--- config.mk ---
export PLATFORM = sky130hd
export DESIGN_NAME = uart_baud_divisor_search_unit
export DESIGN_NICKNAME = d
export VERILOG_FILES = /design/src/design/ubds_pkg.sv /design/src/design/ubds_front.sv /design/src/design/ubds_fifo.sv /design/src/design/ubds_div.sv /design/src/design/ubds_back.sv /design/src/design/uart_baud_divisor_search_unit.sv
export VERILOG_INCLUDE_DIRS = /design/src /design/src/design
export SDC_FILE = /design/constraint.sdc
export NUM_CORES = 2
export LEC_CHECK = 0
export BUFFER_PORTS_ARGS = -buffer_cell sky130_fd_sc_hd__buf_2
export CAP_MARGIN = 10
export CORE_UTILIZATION = 51
export DETAILED_ROUTE_END_ITERATION = 8
export GPL_TIMING_DRIVEN = 0
export PLACE_DENSITY = 0.71
export SYNTH_ARGS = -nofsm -noshare
export SYNTH_HDL_FRONTEND = slang
export SYNTH_SLANG_ARGS = --single-unit
export TNS_END_PERCENT = 50
--- constraint.sdc ---
create_clock -name clk -period 6.71 [get_ports clk]
set_input_delay 1.0065 -clock clk [delete_from_list [all_inputs] [get_ports clk]]
set_output_delay 1.0065 -clock clk [all_outputs]
set_load 0.005 [all_outputs]
--- src/design/assert_macros.svh ---
// assertion macros used by the top-level design file
`ifndef ASSERT_MACROS_SVH
`define ASSERT_MACROS_SVH

// same-cycle implication, disabled while in reset
`define ASSERT_SAME(lbl, ante, cons) \
	lbl: assert property (@(posedge clk) disable iff (!arst_n) (ante) |-> (cons)) \
		else $error("assertion failed");

// next-cycle implication, disabled while in reset
`define ASSERT_NEXT(lbl, ante, cons) \
	lbl: assert property (@(posedge clk) disable iff (!arst_n) (ante) |=> (cons)) \
		else $error("assertion failed");

`endif

--- src/design/ubds_pkg.sv ---
// shared types and constants of the baud divisor search
package ubds_pkg;
	localparam int unsigned MAX_RATIO = 32;
	localparam int unsigned MIN_RATIO = 4;
	localparam int unsigned EDGE_MAX_RATIO = 8;
	localparam int unsigned CLK_MIN_KHZ = 32;
	localparam int unsigned CLK_MAX_KHZ = 50000;
	localparam int unsigned CLK_RESET_KHZ = 48000;
	localparam int unsigned RECIP_100 = 5368710;
	localparam int unsigned RECIP_SHIFT = 29;
	localparam int unsigned DIV_STEPS = 13;

	localparam int unsigned KHZ_W = 16;
	localparam int unsigned BAUD_W = 22;
	localparam int unsigned CLK_W = 26;
	localparam int unsigned DEN_W = 27;
	localparam int unsigned RATIO_W = 6;
	localparam int unsigned DIVISOR_W = 13;
	localparam int unsigned THR_W = 18;
	localparam int unsigned IN_DATA_W = 24;
	localparam int unsigned OUT_DATA_W = 24;

	typedef enum logic [1:0] {
		STATUS_OK = 2'd0,
		STATUS_BAD_CLK = 2'd1,
		STATUS_BAD_BAUD = 2'd2
	} status_t;

	typedef enum logic [1:0] {
		KIND_BAD_CLK = 2'd0,
		KIND_ZERO_BAUD = 2'd1,
		KIND_SEARCH = 2'd2
	} kind_t;

	typedef struct packed {
		kind_t kind;
		logic [BAUD_W-1:0] baud;
		logic [CLK_W-1:0] clk_hz;
		logic [THR_W-1:0] thr;
	} entry_t;

	typedef struct packed {
		logic start;
		logic [CLK_W-1:0] num;
		logic [DEN_W-1:0] den;
	} div_req_t;

	typedef struct packed {
		logic done;
		logic [CLK_W-1:0] quo;
	} div_rsp_t;
endpackage

--- src/design/ubds_front.sv ---
// front stage: takes a request, classifies it and precomputes clock and error limit
module ubds_front (
	input  logic clk,
	input  logic arst_n,
	input  logic in_valid,
	output logic in_ready,
	input  logic [ubds_pkg::BAUD_W-1:0] in_baud,
	input  logic [ubds_pkg::KHZ_W-1:0] cfg_khz,
	output logic out_valid,
	input  logic out_ready,
	output ubds_pkg::entry_t out_entry
);
	import ubds_pkg::*;

	logic valid_s1;
	entry_t entry_s1;
	logic [BAUD_W+24-1:0] prod;
	logic [15:0] quot;
	kind_t kind;

	assign prod = {24'd0, in_baud} * (BAUD_W+24)'(RECIP_100);
	assign quot = prod[RECIP_SHIFT +: 16];

	always_comb begin
		if (cfg_khz > KHZ_W'(CLK_MAX_KHZ) || cfg_khz < KHZ_W'(CLK_MIN_KHZ)) begin
			kind = KIND_BAD_CLK;
		end else if (in_baud == '0) begin
			kind = KIND_ZERO_BAUD;
		end else begin
			kind = KIND_SEARCH;
		end
	end

	assign in_ready = !valid_s1 || out_ready;
	assign out_valid = valid_s1;
	assign out_entry = entry_s1;

	always_ff @(posedge clk or negedge arst_n) begin
		if (!arst_n) begin
			valid_s1 <= 1'b0;
		end else if (in_ready) begin
			valid_s1 <= in_valid;
		end
	end

	always_ff @(posedge clk) begin
		if (in_ready && in_valid) begin
			entry_s1.kind <= kind;
			entry_s1.baud <= in_baud;
			entry_s1.clk_hz <= CLK_W'(cfg_khz) * CLK_W'(10'd1000);
			entry_s1.thr <= {2'b00, quot} + {1'b0, quot, 1'b0};
		end
	end
endmodule

--- src/design/ubds_fifo.sv ---
// two-entry queue between front and back
module ubds_fifo (
	input  logic clk,
	input  logic arst_n,
	input  logic push,
	input  ubds_pkg::entry_t push_entry,
	output logic full,
	input  logic pop,
	output logic empty,
	output ubds_pkg::entry_t pop_entry
);
	import ubds_pkg::*;

	entry_t mem_q [2];
	logic wr_ptr_q;
	logic rd_ptr_q;
	logic [1:0] count_q;

	assign full = count_q == 2'd2;
	assign empty = count_q == 2'd0;
	assign pop_entry = mem_q[rd_ptr_q];

	always_ff @(posedge clk or negedge arst_n) begin
		if (!arst_n) begin
			wr_ptr_q <= 1'b0;
			rd_ptr_q <= 1'b0;
			count_q <= 2'd0;
		end else begin
			if (push) begin
				wr_ptr_q <= !wr_ptr_q;
			end
			if (pop) begin
				rd_ptr_q <= !rd_ptr_q;
			end
			if (push && !pop) begin
				count_q <= count_q + 2'd1;
			end else if (pop && !push) begin
				count_q <= count_q - 2'd1;
			end
		end
	end

	always_ff @(posedge clk) begin
		if (push) begin
			mem_q[wr_ptr_q] <= push_entry;
		end
	end
endmodule

--- src/design/ubds_div.sv ---
// shared restoring divider, two quotient bits per cycle
module ubds_div (
	input  logic clk,
	input  logic arst_n,
	input  ubds_pkg::div_req_t req,
	output ubds_pkg::div_rsp_t rsp
);
	import ubds_pkg::*;

	logic busy_q;
	logic done_q;
	logic [3:0] cnt_q;
	logic [CLK_W-1:0] num_q;
	logic [CLK_W-1:0] quo_q;
	logic [DEN_W-1:0] rem_q;
	logic [DEN_W-1:0] den_q;
	logic [DEN_W:0] r1;
	logic [DEN_W:0] r2;
	logic [DEN_W-1:0] r1b;
	logic [DEN_W-1:0] r2b;
	logic q1;
	logic q2;

	always_comb begin
		r1 = {rem_q, num_q[CLK_W-1]};
		q1 = r1 >= {1'b0, den_q};
		r1b = q1 ? DEN_W'(r1 - {1'b0, den_q}) : DEN_W'(r1);
		r2 = {r1b, num_q[CLK_W-2]};
		q2 = r2 >= {1'b0, den_q};
		r2b = q2 ? DEN_W'(r2 - {1'b0, den_q}) : DEN_W'(r2);
	end

	assign rsp.done = done_q;
	assign rsp.quo = quo_q;

	always_ff @(posedge clk or negedge arst_n) begin
		if (!arst_n) begin
			busy_q <= 1'b0;
			done_q <= 1'b0;
			cnt_q <= '0;
		end else begin
			done_q <= !req.start && busy_q && cnt_q == 4'd1;
			if (req.start) begin
				busy_q <= 1'b1;
				cnt_q <= 4'(DIV_STEPS);
			end else if (busy_q) begin
				cnt_q <= cnt_q - 4'd1;
				if (cnt_q == 4'd1) begin
					busy_q <= 1'b0;
				end
			end
		end
	end

	always_ff @(posedge clk) begin
		if (req.start) begin
			num_q <= req.num;
			den_q <= req.den;
			rem_q <= '0;
			quo_q <= '0;
		end else if (busy_q) begin
			num_q <= {num_q[CLK_W-3:0], 2'b00};
			rem_q <= r2b;
			quo_q <= {quo_q[CLK_W-3:0], q1, q2};
		end
	end
endmodule

--- src/design/ubds_back.sv ---
// back stage: ratio search over the shared divider and the result register
module ubds_back (
	input  logic clk,
	input  logic arst_n,
	input  logic fifo_empty,
	output logic fifo_pop,
	input  ubds_pkg::entry_t fifo_entry,
	output logic out_valid,
	input  logic out_ready,
	output logic [ubds_pkg::OUT_DATA_W-1:0] out_data
);
	import ubds_pkg::*;

	typedef enum logic [5:0] {
		BK_IDLE   = 6'b000001,
		BK_LOAD_D = 6'b000010,
		BK_WAIT_D = 6'b000100,
		BK_LOAD_A = 6'b001000,
		BK_WAIT_A = 6'b010000,
		BK_FIN    = 6'b100000
	} bk_state_t;

	bk_state_t state_q;
	entry_t ent_q;
	logic [RATIO_W-1:0] r_q;
	logic [CLK_W-1:0] d_q;
	logic found_q;
	logic [CLK_W-1:0] best_err_q;
	logic [RATIO_W-1:0] best_r_q;
	logic [CLK_W-1:0] best_d_q;
	logic out_valid_q;
	logic [OUT_DATA_W-1:0] out_data_q;
	div_req_t dreq;
	div_rsp_t drsp;
	logic [CLK_W-1:0] baud_ext;
	logic [CLK_W-1:0] err;
	logic last_r;
	logic out_free;
	logic fin_fire;
	logic ok;
	status_t status;
	logic [OUT_DATA_W-1:0] result;

	ubds_div u_div (
		.clk(clk),
		.arst_n(arst_n),
		.req(dreq),
		.rsp(drsp)
	);

	assign baud_ext = CLK_W'(ent_q.baud);
	assign err = drsp.quo > baud_ext ? drsp.quo - baud_ext : baud_ext - drsp.quo;
	assign last_r = r_q == RATIO_W'(MAX_RATIO);
	assign out_free = !out_valid_q || out_ready;
	assign fin_fire = state_q == BK_FIN && out_free;
	assign fifo_pop = state_q == BK_IDLE && !fifo_empty;
	assign ok = found_q && best_err_q < CLK_W'(ent_q.thr);

	always_comb begin
		dreq.start = state_q == BK_LOAD_D || state_q == BK_LOAD_A;
		dreq.num = ent_q.clk_hz;
		if (state_q == BK_LOAD_A) begin
			dreq.den = DEN_W'(r_q) * DEN_W'(d_q);
		end else begin
			dreq.den = DEN_W'(ent_q.baud) * DEN_W'(r_q);
		end
	end

	always_comb begin
		case (ent_q.kind)
			KIND_BAD_CLK: status = STATUS_BAD_CLK;
			KIND_ZERO_BAUD: status = STATUS_BAD_BAUD;
			default: status = ok ? STATUS_OK : STATUS_BAD_BAUD;
		endcase
		if (status == STATUS_OK) begin
			result = {2'b00, best_r_q <= RATIO_W'(EDGE_MAX_RATIO),
				best_d_q[DIVISOR_W-1:0], best_r_q, status};
		end else begin
			result = {22'd0, status};
		end
	end

	assign out_valid = out_valid_q;
	assign out_data = out_data_q;

	always_ff @(posedge clk or negedge arst_n) begin
		if (!arst_n) begin
			state_q <= BK_IDLE;
			out_valid_q <= 1'b0;
		end else begin
			if (fin_fire) begin
				out_valid_q <= 1'b1;
			end else if (out_ready) begin
				out_valid_q <= 1'b0;
			end
			case (state_q)
				BK_IDLE: begin
					if (!fifo_empty) begin
						state_q <= fifo_entry.kind == KIND_SEARCH ? BK_LOAD_D : BK_FIN;
					end
				end
				BK_LOAD_D: state_q <= BK_WAIT_D;
				BK_WAIT_D: begin
					if (drsp.done) begin
						if (drsp.quo != '0) begin
							state_q <= BK_LOAD_A;
						end else begin
							state_q <= last_r ? BK_FIN : BK_LOAD_D;
						end
					end
				end
				BK_LOAD_A: state_q <= BK_WAIT_A;
				BK_WAIT_A: begin
					if (drsp.done) begin
						state_q <= last_r ? BK_FIN : BK_LOAD_D;
					end
				end
				BK_FIN: begin
					if (out_free) begin
						state_q <= BK_IDLE;
					end
				end
				default: state_q <= BK_IDLE;
			endcase
		end
	end

	always_ff @(posedge clk) begin
		case (state_q)
			BK_IDLE: begin
				ent_q <= fifo_entry;
				r_q <= RATIO_W'(MIN_RATIO);
				found_q <= 1'b0;
			end
			BK_WAIT_D: begin
				if (drsp.done) begin
					d_q <= drsp.quo;
					if (drsp.quo == '0 && !last_r) begin
						r_q <= r_q + RATIO_W'(1);
					end
				end
			end
			BK_WAIT_A: begin
				if (drsp.done) begin
					if (!found_q || err <= best_err_q) begin
						found_q <= 1'b1;
						best_err_q <= err;
						best_r_q <= r_q;
						best_d_q <= d_q;
					end
					if (!last_r) begin
						r_q <= r_q + RATIO_W'(1);
					end
				end
			end
			BK_FIN: begin
				if (out_free) begin
					out_data_q <= result;
				end
			end
			default: begin
			end
		endcase
	end
endmodule

--- src/design/uart_baud_divisor_search_unit.sv ---
// top level of the uart baud divisor search
// a bad clock or zero baud skips the search; a search tries each of the 29 ratios with one
// division on the shared divider, and a second one when the first gives a nonzero divisor
// the back stage takes a new request only once the result of the last one is registered
// the front and a two-entry queue keep taking requests while the search runs
// reset: asynchronous, active low; clock register returns to 48000 khz, queues empty
module uart_baud_divisor_search_unit (
	input  logic clk,
	input  logic arst_n,
	input  logic s_tvalid,
	output logic s_tready,
	input  logic [ubds_pkg::IN_DATA_W-1:0] s_tdata,   // requested_baud[21:0]
	output logic m_tvalid,
	input  logic m_tready,
	// status[1:0], oversample_ratio[7:2], baud_divisor[20:8], both_edge_sampling[21]
	output logic [ubds_pkg::OUT_DATA_W-1:0] m_tdata,
	input  logic cfg_we,
	input  logic [ubds_pkg::KHZ_W-1:0] cfg_wdata
);
	import ubds_pkg::*;
	`include "assert_macros.svh"

	logic [KHZ_W-1:0] khz_q;
	logic front_valid;
	logic fifo_full;
	logic fifo_empty;
	logic fifo_pop;
	entry_t front_entry;
	entry_t fifo_entry;

	always_ff @(posedge clk or negedge arst_n) begin
		if (!arst_n) begin
			khz_q <= KHZ_W'(CLK_RESET_KHZ);
		end else if (cfg_we) begin
			khz_q <= cfg_wdata;
		end
	end

	ubds_front u_front (
		.clk(clk),
		.arst_n(arst_n),
		.in_valid(s_tvalid),
		.in_ready(s_tready),
		.in_baud(s_tdata[BAUD_W-1:0]),
		.cfg_khz(khz_q),
		.out_valid(front_valid),
		.out_ready(!fifo_full),
		.out_entry(front_entry)
	);

	ubds_fifo u_fifo (
		.clk(clk),
		.arst_n(arst_n),
		.push(front_valid && !fifo_full),
		.push_entry(front_entry),
		.full(fifo_full),
		.pop(fifo_pop),
		.empty(fifo_empty),
		.pop_entry(fifo_entry)
	);

	ubds_back u_back (
		.clk(clk),
		.arst_n(arst_n),
		.fifo_empty(fifo_empty),
		.fifo_pop(fifo_pop),
		.fifo_entry(fifo_entry),
		.out_valid(m_tvalid),
		.out_ready(m_tready),
		.out_data(m_tdata)
	);

	`ASSERT_NEXT(a_accept_fills_front, s_tvalid && s_tready, front_valid)
	`ASSERT_SAME(a_no_pop_when_empty, fifo_empty, !fifo_pop)
	`ASSERT_SAME(a_ratio_in_range, m_tvalid && m_tdata[1:0] == STATUS_OK,
		m_tdata[7:2] >= RATIO_W'(MIN_RATIO) && m_tdata[7:2] <= RATIO_W'(MAX_RATIO))
	`ASSERT_SAME(a_error_fields_zero, m_tvalid && m_tdata[1:0] != STATUS_OK,
		m_tdata[21:2] == '0)
endmodule
==> flow_metrics.env <==
export IMPL_status="complete, but fails checks"
export IMPL_violations="negative setup slack"
export IMPL_drc=0
export IMPL_row_count=107
export IMPL_synth_top_flop_cell="edfxtp_1"
export IMPL_routed_wl_um=101000
export IMPL_grt_antenna_before_repair=0
export IMPL_hpwl_um=77700
export IMPL_ys_seq_elements=497
export IMPL_hold_path_class="reg2reg"
export IMPL_nFillCells=7013
export IMPL_clock_skew_ns=0.0233
export IMPL_seq_area_um2=14200
export IMPL_areaGrowthSynthToFinish_pct=12.7
export IMPL_io_buffer_count=66
export IMPL_critical_path_arrival_ns=8.32
export IMPL_timing_critical_path_buf_inv=3
export IMPL_finalCritPeriodShare=1.19
export IMPL_start_util=0.514
export IMPL_cap_violations=0
export IMPL_cp_required_ns=7.05
export IMPL_cts_tree="built"
export IMPL_syn_inst=4183
export IMPL_crit_path_end_kind="register"
export IMPL_wl_per_cell_um=18.2
export IMPL_final_setup_viol_count=12
export IMPL_final_cell_mix="686 x inv_1, 483 x ha_1, 461 x nand2_1"
export IMPL_hold_start="u_front.out_entry[26]"
export IMPL_boundaryPins=71
export IMPL_gr_total_overflow=0
export IMPL_ys_seq_area_frac=0.325
export IMPL_critPathTopFamily="adder cells"
export IMPL_die_h_um=295
export IMPL_clock_path_buffers=3
export IMPL_max_stage_delay_ns=0.59
export IMPL_grt_pass1_wl_um=162000
export IMPL_netlist_area_leader_share=0.282
export IMPL_yosysWarnings=0
export IMPL_cp_common_cell="fa_1"
export IMPL_synth_area_um2=43700
export IMPL_design_core_area_um2=85000
export IMPL_cp_slowest_cell="fa_1"
export IMPL_grt_pass1_vias=30600
export IMPL_place_congestion=0.944
export IMPL_cts_made_buffers=51
export IMPL_tns_ns=-10.06
export IMPL_multiInputGateArea_um2=27400
export IMPL_drive_gt1_frac=0.120
export IMPL_yosysTopAreaCell="edfxtp_1"
export IMPL_via_per_inst=5.49
export IMPL_synth_area_leaders="edfxtp_1 28%, fa_1 19%, ha_1 15%"
export IMPL_dieWidth_um=295
export IMPL_ant_nets=0
export IMPL_worstMarginPinSlew_ns=1.19
export IMPL_setup_slack_ns=-1.27
export IMPL_dp_slack_ns=-2.62
export IMPL_fin_nets=5368
export IMPL_drv_slew=0
export IMPL_startpoint="s_tdata[5]"
export IMPL_hold_viol_final=0
export IMPL_crit_reg2reg_launch="u_back.u_div.num_q[25]"
export IMPL_fin_crit_ns=7.98
export IMPL_startpoint_type="input pin"
export IMPL_crit_fanout=8
export IMPL_layout_commonest_cell="inv_1"
export IMPL_cts_sinks=497
export IMPL_ys_async_sr_fraction=0.0684
export IMPL_drtIter0Drc=2049
export IMPL_firstDrtPassIters=6
export IMPL_syn_avg_cell_area_um2=10.5
export IMPL_vias=30500
export IMPL_clk_pin_slew_ns=0.07
export IMPL_rsz0062_at_grt="yes"
export IMPL_clock_latency_ns=0.62
export IMPL_grt_usage=0.236
export IMPL_finalHoldWorstSlack_ns=0.427
export IMPL_ys_types=84
export IMPL_cts_root_buffer="clkbuf_16"
export IMPL_criticalPathCategory="in2reg"
export IMPL_synth_edf_count=410
export IMPL_htreeDepth=2
export IMPL_grt_max_degree=68
export IMPL_die_area_um2=86900
export IMPL_slew_headroom=0.204
export IMPL_max_freq_ghz=0.125
## cell usage after synthesis, types with 62 or more instances
master	count
a21o_1	96
a21oi_1	188
clkbuf_1	89
edfxtp_1	410
fa_1	406
ha_1	540
inv_1	724
mux2_2	79
nand2_1	464
nor2_1	154
o21ai_0	154
xnor2_1	106
xor2_1	62
## layout make-up
type | instances | share of cell area
Clock inverter | 33 | 0.00718
Inverter | 725 | 0.0558
Tap cell | 1144 | 0.0290
Antenna cell | 1 | 0.0000508
Timing Repair Buffer | 141 | 0.0260
Multi-Input combinational cell | 2859 | 0.556
Buffer | 102 | 0.00929
Sequential cell | 497 | 0.289
Clock buffer | 62 | 0.0275
## final timing paths
kind                            slack, ns  cells after the start                    end
min in group asynchronous            0.57                      1        u_fifo.wr_ptr_q
max in group asynchronous            5.51                      1      u_back.state_q[3]
worst max register to register       0.25                     26  u_back.u_div.rem_q[0]
worst max-delay path                -1.27                     32  u_front.out_entry[17]
worst min-delay path                 0.43                      0    u_fifo.mem_q[1][23]
worst min register to register       0.43                      0    u_fifo.mem_q[1][23]
## sequential cells by signal, indices dropped and copies added, names as in the netlist, 2 cells and up
signal              cells
khz_q                  16
u_back.baud_ext        22
u_back.best_d_q        13
u_back.best_err_q      26
u_back.best_r_q         6
u_back.d_q             26
u_back.dreq            23
u_back.ent_q           20
u_back.out_data        22
u_back.r_q              6
u_back.state_q          6
u_back.u_div.cnt_q      4
u_back.u_div.den_q     27
u_back.u_div.num_q     23
u_back.u_div.quo_q     26
u_back.u_div.rem_q     27
u_fifo.count_q          2
u_fifo.mem_q          130
u_front.out_entry      65
## cell families after synthesis
| group | after synthesis | share of synthesized area |
|---|---|---|
| AO/OA/AOI/OAI | 686 | 0.101 |
| flip-flops | 497 | 0.325 |
| other | 1 | 0.0000858 |
| buffers and inverters | 828 | 0.0720 |
| XOR/XNOR | 168 | 0.0336 |
| adder cells (fa/ha/maj) | 946 | 0.340 |
| multiplexers | 129 | 0.0319 |
| AND/OR/NAND/NOR | 928 | 0.0958 |
## stage by stage
stage	instance area [µm²]	utilization	cells
final	49300	0.580	5564
after global routing	49300	0.580	5563
after CTS	48800	0.574	5531
after detailed placement	45900	0.540	5401
after global placement	45800	0.538	5394
after floorplan	44000	-	4184
## layer usage
metal	global-route usage	vias up	part of all wire
met3	0.0271	178	0.048
li1	-	14500	-
met4	0.0730	0	0.031
met1	0.320	15100	0.44
met2	0.396	803	0.48
met5	0	-	0
## what timing repair did
action / in CTS / in global routing
pin swaps: 98 / 50
resized for setup: 182 / 67
buffers inserted: 34 / 34
hold buffers: 0 / 0
setup endpoints to repair: 75 / 89
cloned: 1 / 0
Power is not shown: default switching activity piles up to over one toggle a cycle in this logic, so the estimate is an artifact.
